**config.mk**
```make
export PLATFORM = sky130hd
export DESIGN_NAME = audio_downmix_resample_pwm_top
export DESIGN_NICKNAME = d
export VERILOG_FILES = /design/src/design/adrp_pkg.sv /design/src/design/adrp_front.sv /design/src/design/adrp_queue.sv /design/src/design/adrp_back.sv /design/src/design/audio_downmix_resample_pwm_top.sv
export SDC_FILE = /design/constraint.sdc
export NUM_CORES = 2
export LEC_CHECK = 0
export ABC_AREA = 1
export BUFFER_PORTS_ARGS = -buffer_cell sky130_fd_sc_hd__buf_2
export CAP_MARGIN = 20
export CORE_MARGIN = 5
export CORE_UTILIZATION = 34
export CTS_BUF_LIST = sky130_fd_sc_hd__clkbuf_4 sky130_fd_sc_hd__clkbuf_8
export DETAILED_ROUTE_END_ITERATION = 8
export PLACE_DENSITY = 0.61
export SLEW_MARGIN = 20
export SYNTH_ARGS = -nofsm -noshare
export SYNTH_HDL_FRONTEND = slang
export SYNTH_HIERARCHICAL = 1
export SYNTH_SLANG_ARGS = --single-unit
```
**constraint.sdc**
```tcl
create_clock -name clock -period 9.8 [get_ports clock]
set_clock_uncertainty 0.1 [all_clocks]
set_input_delay 1.96 -clock clock [delete_from_list [all_inputs] [get_ports clock]]
set_output_delay 1.96 -clock clock [all_outputs]
set_load 0.1 [all_outputs]
```
**src/design/adrp_pkg.sv**
```systemverilog
`timescale 1ns / 1ps
// Shared types and constants of the audio downmix / resample / PWM block.
// No dependencies; every other file of the block imports this package.
package adrp_pkg;

   // Input sample width codes
   typedef enum logic [1:0] {
      FMT_8  = 2'd0,
      FMT_16 = 2'd1,
      FMT_24 = 2'd2,
      FMT_32 = 2'd3
   } fmt_type;

   // Configuration register indexes
   typedef enum logic [1:0] {
      CSR_SAMPLE_FORMAT = 2'd0,
      CSR_CHANNEL_COUNT = 2'd1,
      CSR_PHASE_STEP    = 2'd2,
      CSR_PWM_PERIOD    = 2'd3
   } csr_index_type;

   // Back end sequencer states
   typedef enum logic [1:0] {
      ST_IDLE = 2'd0,
      ST_MUL  = 2'd1,
      ST_MIX  = 2'd2,
      ST_DUTY = 2'd3
   } back_state_type;

   localparam int SAMPLE_W     = 16;
   localparam int RAW_W        = 32;
   localparam int CHAN_W       = 2;
   localparam int STEP_W       = 37;
   localparam int PERIOD_W     = 16;
   localparam int FRAC_W       = 32;
   localparam int SKIP_W       = 6;
   localparam int MAX_OUTS     = 8;
   localparam int OUT_CNT_W    = $clog2(MAX_OUTS);
   localparam int QUEUE_DEPTH  = 2;
   localparam int QUEUE_PTR_W  = $clog2(QUEUE_DEPTH);
   localparam int QUEUE_CNT_W  = $clog2(QUEUE_DEPTH + 1);

   localparam logic [CHAN_W-1:0]   CHAN_STEREO    = 2'd2;
   localparam logic [CHAN_W-1:0]   CHAN_RESET     = 2'd1;
   localparam logic [STEP_W-1:0]   STEP_RESET     = 37'h1_0000_0000;
   localparam logic [PERIOD_W-1:0] PERIOD_RESET   = 16'd16000;
   localparam logic [SKIP_W-1:0]   SKIP_RESET     = 6'd2;

endpackage

```
**src/design/adrp_front.sv**
```systemverilog
`timescale 1ns / 1ps
// Front end: takes request frames and reduces them to one 16-bit mono sample.
// Depends on adrp_pkg; pushes into adrp_queue.
module adrp_front (
   input  logic                            req_valid,
   output logic                            req_stall,
   input  logic [adrp_pkg::RAW_W-1:0]      req_sample_left,
   input  logic [adrp_pkg::RAW_W-1:0]      req_sample_right,
   input  adrp_pkg::fmt_type               sample_format,
   input  logic [adrp_pkg::CHAN_W-1:0]     channel_count,
   input  logic                            queue_full,
   output logic                            push,
   output logic [adrp_pkg::SAMPLE_W-1:0]   push_sample
);
   import adrp_pkg::*;

   logic [RAW_W:0]    left_wide;
   logic [RAW_W:0]    right_wide;
   logic [RAW_W:0]    pair_sum;
   logic              stereo;
   logic [SAMPLE_W-1:0] mono_sample;
   logic [SAMPLE_W-1:0] stereo_sample;

   // Take a request whenever the queue has room
   assign req_stall = queue_full;
   assign push      = req_valid && !queue_full;
   assign stereo    = (channel_count == CHAN_STEREO);

   // Sign-extend both channels at the configured width
   always_comb begin
      unique case (sample_format)
         FMT_8: begin
            left_wide  = {{(RAW_W-7){req_sample_left[7]}},   req_sample_left[7:0]};
            right_wide = {{(RAW_W-7){req_sample_right[7]}},  req_sample_right[7:0]};
         end
         FMT_16: begin
            left_wide  = {{(RAW_W-15){req_sample_left[15]}},  req_sample_left[15:0]};
            right_wide = {{(RAW_W-15){req_sample_right[15]}}, req_sample_right[15:0]};
         end
         FMT_24: begin
            left_wide  = {{(RAW_W-23){req_sample_left[23]}},  req_sample_left[23:0]};
            right_wide = {{(RAW_W-23){req_sample_right[23]}}, req_sample_right[23:0]};
         end
         default: begin
            left_wide  = {req_sample_left[31],  req_sample_left};
            right_wide = {req_sample_right[31], req_sample_right};
         end
      endcase
   end

   assign pair_sum = left_wide + right_wide;

   // Scale to 16 bits; the floor shifts are plain bit selects
   always_comb begin
      unique case (sample_format)
         FMT_8: begin
            mono_sample   = {req_sample_left[7], req_sample_left[7:0], 7'b0};
            stereo_sample = {pair_sum[8:0], 7'b0};
         end
         FMT_16: begin
            mono_sample   = req_sample_left[15:0];
            stereo_sample = pair_sum[16:1];
         end
         FMT_24: begin
            mono_sample   = req_sample_left[23:8];
            stereo_sample = pair_sum[24:9];
         end
         default: begin
            mono_sample   = req_sample_left[31:16];
            stereo_sample = pair_sum[32:17];
         end
      endcase
   end

   assign push_sample = stereo ? stereo_sample : mono_sample;

endmodule

```
**src/design/adrp_queue.sv**
```systemverilog
`timescale 1ns / 1ps
// Short queue of mono samples between the front and back ends.
// Depends on adrp_pkg for depth and width.
module adrp_queue (
   input  logic                            clock,
   input  logic                            reset,
   input  logic                            push,
   input  logic [adrp_pkg::SAMPLE_W-1:0]   push_sample,
   output logic                            full,
   input  logic                            pop,
   output logic                            head_valid,
   output logic [adrp_pkg::SAMPLE_W-1:0]   head_sample
);
   import adrp_pkg::*;

   logic [SAMPLE_W-1:0]    entry_ff [QUEUE_DEPTH];
   logic [QUEUE_PTR_W-1:0] wr_ptr_ff, wr_ptr_in;
   logic [QUEUE_PTR_W-1:0] rd_ptr_ff, rd_ptr_in;
   logic [QUEUE_CNT_W-1:0] count_ff, count_in;

   assign full        = (count_ff == QUEUE_CNT_W'(QUEUE_DEPTH));
   assign head_valid  = (count_ff != '0);
   assign head_sample = entry_ff[rd_ptr_ff];

   // Advance pointers and occupancy
   always_comb begin
      wr_ptr_in = push ? wr_ptr_ff + 1'b1 : wr_ptr_ff;
      rd_ptr_in = pop  ? rd_ptr_ff + 1'b1 : rd_ptr_ff;
      unique case ({push, pop})
         2'b10:   count_in = count_ff + 1'b1;
         2'b01:   count_in = count_ff - 1'b1;
         default: count_in = count_ff;
      endcase
   end

   always_ff @(posedge clock) begin
      if (reset) begin
         wr_ptr_ff <= '0;
         rd_ptr_ff <= '0;
         count_ff  <= '0;
      end else begin
         wr_ptr_ff <= wr_ptr_in;
         rd_ptr_ff <= rd_ptr_in;
         count_ff  <= count_in;
      end
   end

   // Store the pushed sample
   always_ff @(posedge clock) begin
      if (push) begin
         entry_ff[wr_ptr_ff] <= push_sample;
      end
   end

endmodule

```
**src/design/adrp_back.sv**
```systemverilog
`timescale 1ns / 1ps
// Back end: sample window, phase accumulator, interpolation and PWM duty.
// Depends on adrp_pkg; pops from adrp_queue and drives the response register.
module adrp_back (
   input  logic                            clock,
   input  logic                            reset,
   input  logic [adrp_pkg::STEP_W-1:0]     phase_step,
   input  logic [adrp_pkg::PERIOD_W-1:0]   pwm_period,
   input  logic                            head_valid,
   input  logic [adrp_pkg::SAMPLE_W-1:0]   head_sample,
   output logic                            pop,
   output logic                            rsp_valid,
   input  logic                            rsp_stall,
   output logic [adrp_pkg::PERIOD_W-1:0]   rsp_pwm_duty,
   output logic signed [adrp_pkg::SAMPLE_W-1:0] rsp_resampled_sample,
   output logic                            rsp_last_of_run
);
   import adrp_pkg::*;

   back_state_type            state_ff, state_in;
   logic signed [SAMPLE_W-1:0] older_ff, older_in;
   logic signed [SAMPLE_W-1:0] newer_ff, newer_in;
   logic [FRAC_W-1:0]         frac_ff, frac_in;
   logic [SKIP_W-1:0]         skip_ff, skip_in;
   logic [OUT_CNT_W-1:0]      cnt_ff, cnt_in;
   logic signed [2*SAMPLE_W+1:0] prod_ff, prod_in;
   logic signed [SAMPLE_W-1:0] mix_ff, mix_in;
   logic                      rsp_valid_ff, rsp_valid_in;
   logic [PERIOD_W-1:0]       rsp_duty_ff, rsp_duty_in;
   logic signed [SAMPLE_W-1:0] rsp_sample_ff, rsp_sample_in;
   logic                      rsp_last_ff, rsp_last_in;

   logic signed [SAMPLE_W:0]   diff;
   logic signed [SAMPLE_W:0]   weight;
   logic signed [SAMPLE_W+1:0] mix_sum;
   logic [SAMPLE_W-1:0]        offset;
   logic [2*PERIOD_W-1:0]      duty_prod;
   logic [STEP_W:0]            acc;
   logic [SKIP_W-1:0]          whole;
   logic [SKIP_W-1:0]          skip_dec;
   logic                       out_load;
   logic                       last_hit;

   // Datapath terms shared by the sequencer
   assign diff      = {newer_ff[SAMPLE_W-1], newer_ff} - {older_ff[SAMPLE_W-1], older_ff};
   assign weight    = $signed({1'b0, frac_ff[FRAC_W-1 -: SAMPLE_W]});
   assign mix_sum   = {{2{older_ff[SAMPLE_W-1]}}, older_ff} + prod_ff[2*SAMPLE_W+1:SAMPLE_W];
   assign offset    = {~mix_ff[SAMPLE_W-1], mix_ff[SAMPLE_W-2:0]};
   assign duty_prod = offset * pwm_period;
   assign acc       = {{(STEP_W+1-FRAC_W){1'b0}}, frac_ff} + {1'b0, phase_step};
   assign whole     = acc[STEP_W:FRAC_W];
   assign skip_dec  = (skip_ff != '0) ? skip_ff - 1'b1 : skip_ff;

   // Sequence: pop and shift window, multiply, mix, then scale and send
   always_comb begin
      state_in      = state_ff;
      older_in      = older_ff;
      newer_in      = newer_ff;
      frac_in       = frac_ff;
      skip_in       = skip_ff;
      cnt_in        = cnt_ff;
      prod_in       = prod_ff;
      mix_in        = mix_ff;
      rsp_duty_in   = rsp_duty_ff;
      rsp_sample_in = rsp_sample_ff;
      rsp_last_in   = rsp_last_ff;
      pop           = 1'b0;
      out_load      = 1'b0;
      last_hit      = 1'b0;
      unique case (state_ff)
         ST_IDLE: begin
            if (head_valid) begin
               pop      = 1'b1;
               older_in = newer_ff;
               newer_in = head_sample;
               skip_in  = skip_dec;
               cnt_in   = '0;
               if (skip_dec == '0) begin
                  state_in = ST_MUL;
               end
            end
         end
         ST_MUL: begin
            prod_in  = diff * weight;
            state_in = ST_MIX;
         end
         ST_MIX: begin
            mix_in   = mix_sum[SAMPLE_W-1:0];
            state_in = ST_DUTY;
         end
         ST_DUTY: begin
            // Wait here while the response register is held
            if (!rsp_valid_ff || !rsp_stall) begin
               out_load = 1'b1;
               frac_in  = acc[FRAC_W-1:0];
               cnt_in   = cnt_ff + 1'b1;
               if (whole != '0) begin
                  skip_in  = whole;
                  last_hit = 1'b1;
               end else if (cnt_ff == OUT_CNT_W'(MAX_OUTS - 1)) begin
                  skip_in  = SKIP_W'(1);
                  last_hit = 1'b1;
               end
               rsp_duty_in   = duty_prod[2*PERIOD_W-1:PERIOD_W];
               rsp_sample_in = mix_ff;
               rsp_last_in   = last_hit;
               state_in      = last_hit ? ST_IDLE : ST_MUL;
            end
         end
         default: begin
            state_in = ST_IDLE;
         end
      endcase
      if (out_load) begin
         rsp_valid_in = 1'b1;
      end else if (!rsp_stall) begin
         rsp_valid_in = 1'b0;
      end else begin
         rsp_valid_in = rsp_valid_ff;
      end
   end

   always_ff @(posedge clock) begin
      if (reset) begin
         state_ff     <= ST_IDLE;
         older_ff     <= '0;
         newer_ff     <= '0;
         frac_ff      <= '0;
         skip_ff      <= SKIP_RESET;
         cnt_ff       <= '0;
         rsp_valid_ff <= 1'b0;
      end else begin
         state_ff     <= state_in;
         older_ff     <= older_in;
         newer_ff     <= newer_in;
         frac_ff      <= frac_in;
         skip_ff      <= skip_in;
         cnt_ff       <= cnt_in;
         rsp_valid_ff <= rsp_valid_in;
      end
   end

   // Datapath and response payload
   always_ff @(posedge clock) begin
      prod_ff       <= prod_in;
      mix_ff        <= mix_in;
      rsp_duty_ff   <= rsp_duty_in;
      rsp_sample_ff <= rsp_sample_in;
      rsp_last_ff   <= rsp_last_in;
   end

   assign rsp_valid            = rsp_valid_ff;
   assign rsp_pwm_duty         = rsp_duty_ff;
   assign rsp_resampled_sample = rsp_sample_ff;
   assign rsp_last_of_run      = rsp_last_ff;

`ifndef NO_ASSERTIONS
   // An eighth output always closes the run
   a_max_outs: assert property (@(posedge clock) disable iff (reset)
      (out_load && cnt_ff == OUT_CNT_W'(MAX_OUTS - 1)) |-> last_hit)
      else $error("eighth output not marked last");

   // A closing output returns the sequencer to idle
   a_last_idle: assert property (@(posedge clock) disable iff (reset)
      (out_load && last_hit) |=> (state_ff == ST_IDLE && rsp_last_of_run))
      else $error("run did not close after last output");

   // Interpolation only runs with the skip count exhausted
   a_skip_zero: assert property (@(posedge clock) disable iff (reset)
      (state_ff == ST_MUL) |-> (skip_ff == '0))
      else $error("interpolating while frames remain to skip");

   // No new frame is taken while outputs of a run are pending
   a_no_pop_busy: assert property (@(posedge clock) disable iff (reset)
      pop |-> (state_ff == ST_IDLE))
      else $error("frame popped mid-run");
`endif

endmodule

```
**src/design/audio_downmix_resample_pwm_top.sv**
```systemverilog
`timescale 1ns / 1ps
// Top level of the audio downmix / resample / PWM block: CSRs and wiring.
// Depends on adrp_pkg, adrp_front, adrp_queue and adrp_back.
//
// Usage:
//   Request channel (req_valid / req_stall) takes one stereo or mono frame,
//   raw samples sign-extended at the configured width. The front end turns
//   each frame into a 16-bit mono sample and parks it in a two-entry queue.
//   Response channel (rsp_valid / rsp_stall) returns zero to eight 8 kHz
//   outputs per frame: PWM duty, interpolated sample, and a flag on the last
//   output caused by that frame.
//   CSR channel (csr_valid / csr_ready) writes a register by index; it is
//   always ready. Write only while no frame is in flight.
//   The back end shifts the window once per frame, then runs multiply, mix
//   and duty multiply for each output, and pops the next frame only when
//   back in idle. A taken request is registered in the queue, then popped,
//   multiplied, mixed and scaled into the registered response.
//   Reset loads the register defaults, empties the queue and clears the
//   window; the first frame after reset only fills it and produces no output.
//   While rsp_stall is high the response is held and the back end waits;
//   the queue keeps taking requests until it is full, then req_stall rises.
module audio_downmix_resample_pwm_top (
   input  logic                            clock,
   input  logic                            reset,
   input  logic                            req_valid,
   output logic                            req_stall,
   input  logic signed [adrp_pkg::RAW_W-1:0] req_sample_left,
   input  logic signed [adrp_pkg::RAW_W-1:0] req_sample_right,
   output logic                            rsp_valid,
   input  logic                            rsp_stall,
   output logic [adrp_pkg::PERIOD_W-1:0]   rsp_pwm_duty,
   output logic signed [adrp_pkg::SAMPLE_W-1:0] rsp_resampled_sample,
   output logic                            rsp_last_of_run,
   input  logic                            csr_valid,
   output logic                            csr_ready,
   input  logic [1:0]                      csr_index,
   input  logic [adrp_pkg::STEP_W-1:0]     csr_data
);
   import adrp_pkg::*;

   fmt_type               sample_format_ff;
   logic [CHAN_W-1:0]     channel_count_ff;
   logic [STEP_W-1:0]     phase_step_ff;
   logic [PERIOD_W-1:0]   pwm_period_ff;

   logic                  queue_full;
   logic                  push;
   logic [SAMPLE_W-1:0]   push_sample;
   logic                  pop;
   logic                  head_valid;
   logic [SAMPLE_W-1:0]   head_sample;

   assign csr_ready = 1'b1;

   // Update configuration registers on a write
   always_ff @(posedge clock) begin
      if (reset) begin
         sample_format_ff <= FMT_16;
         channel_count_ff <= CHAN_RESET;
         phase_step_ff    <= STEP_RESET;
         pwm_period_ff    <= PERIOD_RESET;
      end else if (csr_valid && csr_ready) begin
         unique case (csr_index_type'(csr_index))
            CSR_SAMPLE_FORMAT: sample_format_ff <= fmt_type'(csr_data[1:0]);
            CSR_CHANNEL_COUNT: channel_count_ff <= csr_data[CHAN_W-1:0];
            CSR_PHASE_STEP:    phase_step_ff    <= csr_data;
            CSR_PWM_PERIOD:    pwm_period_ff    <= csr_data[PERIOD_W-1:0];
            default:           ;
         endcase
      end
   end

   adrp_front u_front (
      .req_valid        (req_valid),
      .req_stall        (req_stall),
      .req_sample_left  (req_sample_left),
      .req_sample_right (req_sample_right),
      .sample_format    (sample_format_ff),
      .channel_count    (channel_count_ff),
      .queue_full       (queue_full),
      .push             (push),
      .push_sample      (push_sample)
   );

   adrp_queue u_queue (
      .clock       (clock),
      .reset       (reset),
      .push        (push),
      .push_sample (push_sample),
      .full        (queue_full),
      .pop         (pop),
      .head_valid  (head_valid),
      .head_sample (head_sample)
   );

   adrp_back u_back (
      .clock                (clock),
      .reset                (reset),
      .phase_step           (phase_step_ff),
      .pwm_period           (pwm_period_ff),
      .head_valid           (head_valid),
      .head_sample          (head_sample),
      .pop                  (pop),
      .rsp_valid            (rsp_valid),
      .rsp_stall            (rsp_stall),
      .rsp_pwm_duty         (rsp_pwm_duty),
      .rsp_resampled_sample (rsp_resampled_sample),
      .rsp_last_of_run      (rsp_last_of_run)
   );

endmodule

```
# After elaboration in Yosys (flattened, before gate mapping)
# Memories as Yosys holds them, arrays and structs flattened. A register that Yosys moved wholly into a read port is not among the register bits.
# Cells that the tools add are included.
# word_totals
reg_bits	202
word_cells	105
memories	1
output_inout_bits	36
ram_bits	32
in_bits	108
# mem_list
memory	words	width	read_ports	rd_clocked_by_memory_dff	wr	line	rtl
u_queue.entry_ff	2	16	1	1	1	adrp_queue.sv:16	logic [SAMPLE_W-1:0] entry_ff [QUEUE_DEPTH];
# op_classes
n_reduce_logical	23
bitwise	1
muxes	32
multipliers	2
eq_ne	18
n_addsub	10
# op_table
cell	n
$pmux W33 S3	2
$pmux W16 S3	2
$add A32 B37 Y38	1
$add A33 B33 Y33	1
$mul A16 B16 Y32	1
$mul A17 B17 Y32	1
$mux W6	5
$sub A16 B16 Y17	1
$add A16 B16 Y16	1
$eq A2 B2 Y1 const B	8
$mux W16	1
$mux W1	13
$pmux W6 S2	1
$reduce_and A2 Y1	6
$reduce_bool A6 Y1	2
$eq A2 B1 Y1 const B	4
$pmux W2 S4	1
$logic_not A2 Y1	3
$logic_not A6 Y1	1
$mux W2	3
$mux W3	2
$ne A2 B1 Y1 const B	3
$pmux W3 S2	1
$reduce_and A3 Y1	2
15 further kinds	20

# Longest topological paths before layout
# depth
word_depth	8
depth_mapped	40
depth_no_buf	39

# By module
# The synthesis kept the hierarchy.
# modules_own_cells
module	instances	area_per_inst_um2	seq_area_each_um2	cells_each
adrp_back	1	27336.2	3473.3	3526
adrp_front	1	3641.0	0.0	777
audio_downmix_resample_pwm_top	1	2354.8	1141.1	351
adrp_queue	1	1435.1	1061.0	83

# Worst setup path after synthesis
# OpenSTA, ideal clock, no wires.
# synth_timing
path_kind	register -> register
from	register u_back.newer_ff[0], read port of u_queue.entry_ff
to	register u_back.prod_ff[29] (data pin)
t_arrival_ps	6949
required_time_ps	9438
path_stages_with_launch	38
setup_time_ps	262
path_buffers	2
synth_period_minus_slack_ps	7311
slack_ps	2489
path_cell_list	dfxtp_1 inv_1 ha_1 fa_1 o21ai_1 o21ai_1 o21ai_1 nand2_1 nand2_1 nand2_1 nand2_2 inv_2 o21bai_4 a21oi_2 or2_0 buf_4 nand2_4 nor2_1 [2 not listed] fa_1 fa_1 inv_1 fa_1 fa_1 inv_1 fa_1 inv_1 ha_1 clkbuf_1 nand2_1 nor4_1 nand2_1 o211ai_1 nand3_1 nand2_1 a21oi_1 xor2_1
# synth_via
elab_chain_cells	2
# synth_lines
element	line	rtl
from (decl)	adrp_back.sv:22	logic signed [SAMPLE_W-1:0] newer_ff, newer_in;
$sub A16 B16 Y17	adrp_back.sv:45	assign diff = {newer_ff[SAMPLE_W-1], newer_ff} - {older_ff[SAMPLE_W-1], older_ff};
$mul A17 B17 Y32	adrp_back.sv:84	prod_in = diff * weight;
to (signal assigned)	adrp_back.sv:145	prod_ff <= prod_in;
to (decl)	adrp_back.sv:26	logic signed [2*SAMPLE_W+1:0] prod_ff, prod_in;
# No other way between the ends.
# A chain may end at the register's enable or synchronous reset.

# Worst setup path in the final report
# Same ends and word-level chain as after synthesis.

==> results <==
- The endpoint identified for the worst register-to-register timing path is u_back/prod_ff[29].
- The die covers 0.109 sq mm.
- The startpoint identified for the worst hold timing path is u_back/cnt_ff[2].
- The area growth from synthesis to layout is 8.55%.
- The final layout contains 5651 nets.
- The distinct cell type count of the synthesized netlist is 59.
- At the worst endpoint, the required time is 10.10 ns.
- The worst relative slew slack is 31.7%.
- The total area inside the core boundary comes to 0.102 sq mm.
- With fillers left out, the area of the finished cells amounts to 0.0377 sq mm.
- The max-slew violation count is 0.
- The startpoint of the worst-slack reg-to-reg timing path is u_back/newer_ff[0].
- The DRC violation count after routing is 0.
- The internal reg-to-reg setup slack is 1.34 ns.
- The cell area after technology mapping is 0.0348 sq mm.
- The detailed-route vias per instance is 4.79.
- Global routing finished with a remaining overflow of 0.
- For the worst flop-to-flop path, the logic depth is 34.
- For this configuration, the core starts out at a cell density of 34.2%.
- The worst hold slack across all endpoints is 0.368 ns.
- Measured on the finished design, the core utilization comes to 37.1%.
- The number of H-tree branching levels is 2.
- Setup repair after global routing left no endpoint under its margin.
- After detailed placement, the total cell area comes to 0.0367 sq mm.
- The combined global-route utilization of all metal layers is 19.2%.
- The largest individual stage delay along the critical path comes from the cell sky130_fd_sc_hd__fa_1.
- The peak fanout along the critical path is 13.
- The number of endpoints with negative hold slack in the final report is 0.
- The proportion of synthesized flip-flops having asynchronous set or reset is 0%.
- The count of flip-flops with a built-in enable after synthesis is 97.
- The width of the chip is 330 microns.
- The end of the worst hold path is u_back/cnt_ff[2].
- The type of the worst setup path is reg -> reg.
- Buffers placed on the I/O ports in this run total 142.
- After routing, the total negative slack on setup checks comes to 0 ns.
- The per-instance average area after synthesis is 7.34 sq um.
- The via count of the first global-routing pass was 30200.
- The final worst-path cycle share is 86.3%.
- The longest clock path from root to sink contains 3 buffers.
- The max capacitance violation total is 0.
- The hold-fix buffer count after cts is 0.
- The synthesized design spends more area on one cell type than any other, namely sky130_fd_sc_hd__fa_1.
- The maximum single-stage delay on the critical path is 0.67 ns.
- The type of the most critical hold path is reg -> reg.
- The initial detailed-routing violation count is 1968.
- The clock edge transition at the registers on the reported setup and hold paths is 0.06 ns.
- The hold-critical path depth is 2.
- The flow ran to the end, and the final reports show no timing, DRC or antenna violations.
- In the final routed layout, each cell accounts on average for 16.7 microns.
- The kind of start point of the critical path is a flop.
- In this run the count of I/O pins placed on the die edge is 144.
- The number of buffers added by the clock tree synthesis step is 45.
- The number of rows in the core area is 117.
- Of the cells placed in the final design, the portion with a size suffix greater than 1 is 7.07%.
- The post-route minimum period is 8.46 ns.
- In the layout the commonest cells are 1159 x sky130_fd_sc_hd__nand2_1, 1049 x sky130_fd_sc_hd__inv_1, 483 x sky130_fd_sc_hd__nor2_1.
- The maximum number of pins on one net before global-route repair is 74.
- The initial antenna violation count is 1.
- The number of iterations in the first detailed-routing pass is 5.
- The placed wire-length estimate is 84400 microns.
- Timing would allow up to 118 MHz.
- The clock insertion delay at the later pin of the skew report is 0.65 ns.
- At the end of routability-driven placement, the weighted congestion stood at 0.961.
- The top-area cell type share of the netlist area is 26.2%.
- The root buffer cell is sky130_fd_sc_hd__clkbuf_8.
- After detailed routing, the total wire length is 104000 microns.
- Leaving out fill and tap cells, the most frequent cell in the layout is sky130_fd_sc_hd__nand2_1.
- The number of sinks handled by clock tree synthesis is 235.
- The count of mapped cells out of synthesis is 4737.
- Setup violations remaining at the end of the flow were counted as 0.
- Buffers added to address setup during post-CTS repair amount to 0.
- The wire length of the first global-routing pass is 166000 microns.
- Summing the sequential cell areas from Yosys gives 16.3% of the chip area.
- For this run, the number of Yosys warnings is 6.
- The dominant register cell in the synthesized netlist is sky130_fd_sc_hd__dfxtp_1.
- The transition time at the pin with the least slew margin is 1.01 ns.
- Counting the fill cells in the layout gives 10800.
- The vias after detailed routing is 29700.
- In the post-synthesis netlist, the biggest area contributors are sky130_fd_sc_hd__fa_1 26%, sky130_fd_sc_hd__nand2_1 13%, sky130_fd_sc_hd__inv_1 11%, sky130_fd_sc_hd__ha_1 10%, sky130_fd_sc_hd__edfxtp_1 8.4%.
- The clock tree from TritonCTS is yes.
- After clock tree synthesis, the repair step resized 0 gates.
- STA classifies the critical path endpoint as a flop.
- The count of state elements after synthesis is 235.
- Counting every net in the synthesized netlist gives 5588.
- The signal arrival time at the worst endpoint is 8.76 ns.
- The height of the die is 330 microns.
- The detail route stage leaves a number of antenna-violating nets equal to 0.
-- registers in the layout, indices dropped and copies added, names as in the netlist, 3 cells and up, named ones only --
signal / count
pwm_period_ff: 16
phase_step_ff: 37
u_queue/entry_ff: 32
u_back/prod_ff: 16
u_back/rsp_pwm_duty: 16
u_back/mix_ff: 16
u_back/frac_ff: 32
u_back/rsp_resampled_sample: 16
u_back/older_ff: 16
u_back/newer_ff: 16
u_back/skip_ff: 6
u_back/cnt_ff: 3
-- area by class of cell --
class                           instances  area, sq um  share of cell area (%)
Antenna cell                            1         2.50                 0.00663
Clock buffer                           68          836                    2.21
Clock inverter                         15          201                   0.534
Inverter                             1089         4090                    10.8
Multi-Input combinational cell       3267        24400                    64.6
Sequential cell                       235         5680                    15.0
Tap cell                             1368         1710                    4.54
Timing Repair Buffer                  162          861                    2.28
-- through the flow --
stage / setup slack (ns) / cells
2_1_floorplan: 2.49 / 4737
3_3_place_gp: 1.55 / 6121
3_5_place_dp: 1.42 / 6121
4_1_cts: 1.41 / 6204
5_1_grt: 0.633 / 6205
6_report: 1.34 / 6205
-- worst max-delay path, delay by kind of cell (launching register included) --
family	cells	cell delay, ns
AO/OA/AOI/OAI	5	0.92
XOR/XNOR	1	0.15
adder cells (fa/ha/maj)	9	4.19
buffers and inverters	6	0.69
flip-flops	1	0.30
AND/OR/NAND/NOR	13	1.86
-- synthesized netlist by cell type, drive strengths merged (14+ instances only) --
library cell  count
or2              14
edfxtp           97
buf              31
nand4            27
nand2          1173
nand3           173
nor3             26
fa              455
a21oi           199
inv            1074
mux2             16
xnor2            37
a21o             14
nor2            496
ha              288
clkbuf          115
xor2             77
dfxtp           138
o21ai           170
clkinv           15
-- per-layer routing --
metal / part of all wire, % / vias to the layer above / global-route usage (%)
met2: 47 / 820 / 32.5
met5: 0 / - / 0
met1: 44 / 14300 / 25.3
met4: 3.8 / 0 / 6.69
met3: 5.2 / 184 / 2.35
li1: - / 14400 / -
-- how the worst max path moves through the flow --
stage,start,to,slack [ns],cells past startpoint
after floorplan,u_back/newer_ff[0],u_back/prod_ff[29],2.49,37
after global placement,u_back/newer_ff[0],u_back/prod_ff[29],1.55,34
after detailed placement,u_back/newer_ff[0],u_back/prod_ff[29],1.42,34
after CTS,u_back/newer_ff[0],u_back/prod_ff[29],1.41,34
after global routing,u_back/newer_ff[0],u_back/prod_ff[29],0.63,34
final,u_back/newer_ff[0],u_back/prod_ff[29],1.34,34
-- logic make-up after synthesis --
| logic type | Yosys count | share of synthesized area [%] |
|---|---|---|
| DFF | 235 | 16.3 |
| buffers and inverters | 1235 | 13.6 |
| xor gates and xnor gates | 114 | 2.92 |
| other | 1 | 0.0108 |
| adders and majority gates | 743 | 36.6 |
| AOI/OAI and AO/OA | 460 | 7.38 |
| muxes | 17 | 0.655 |
| and+or+nand+nor | 1932 | 22.5 |
Power is left out: the tool's default activity adds up to more than one toggle a clock period on the data nets, which glitch-free logic cannot reach.
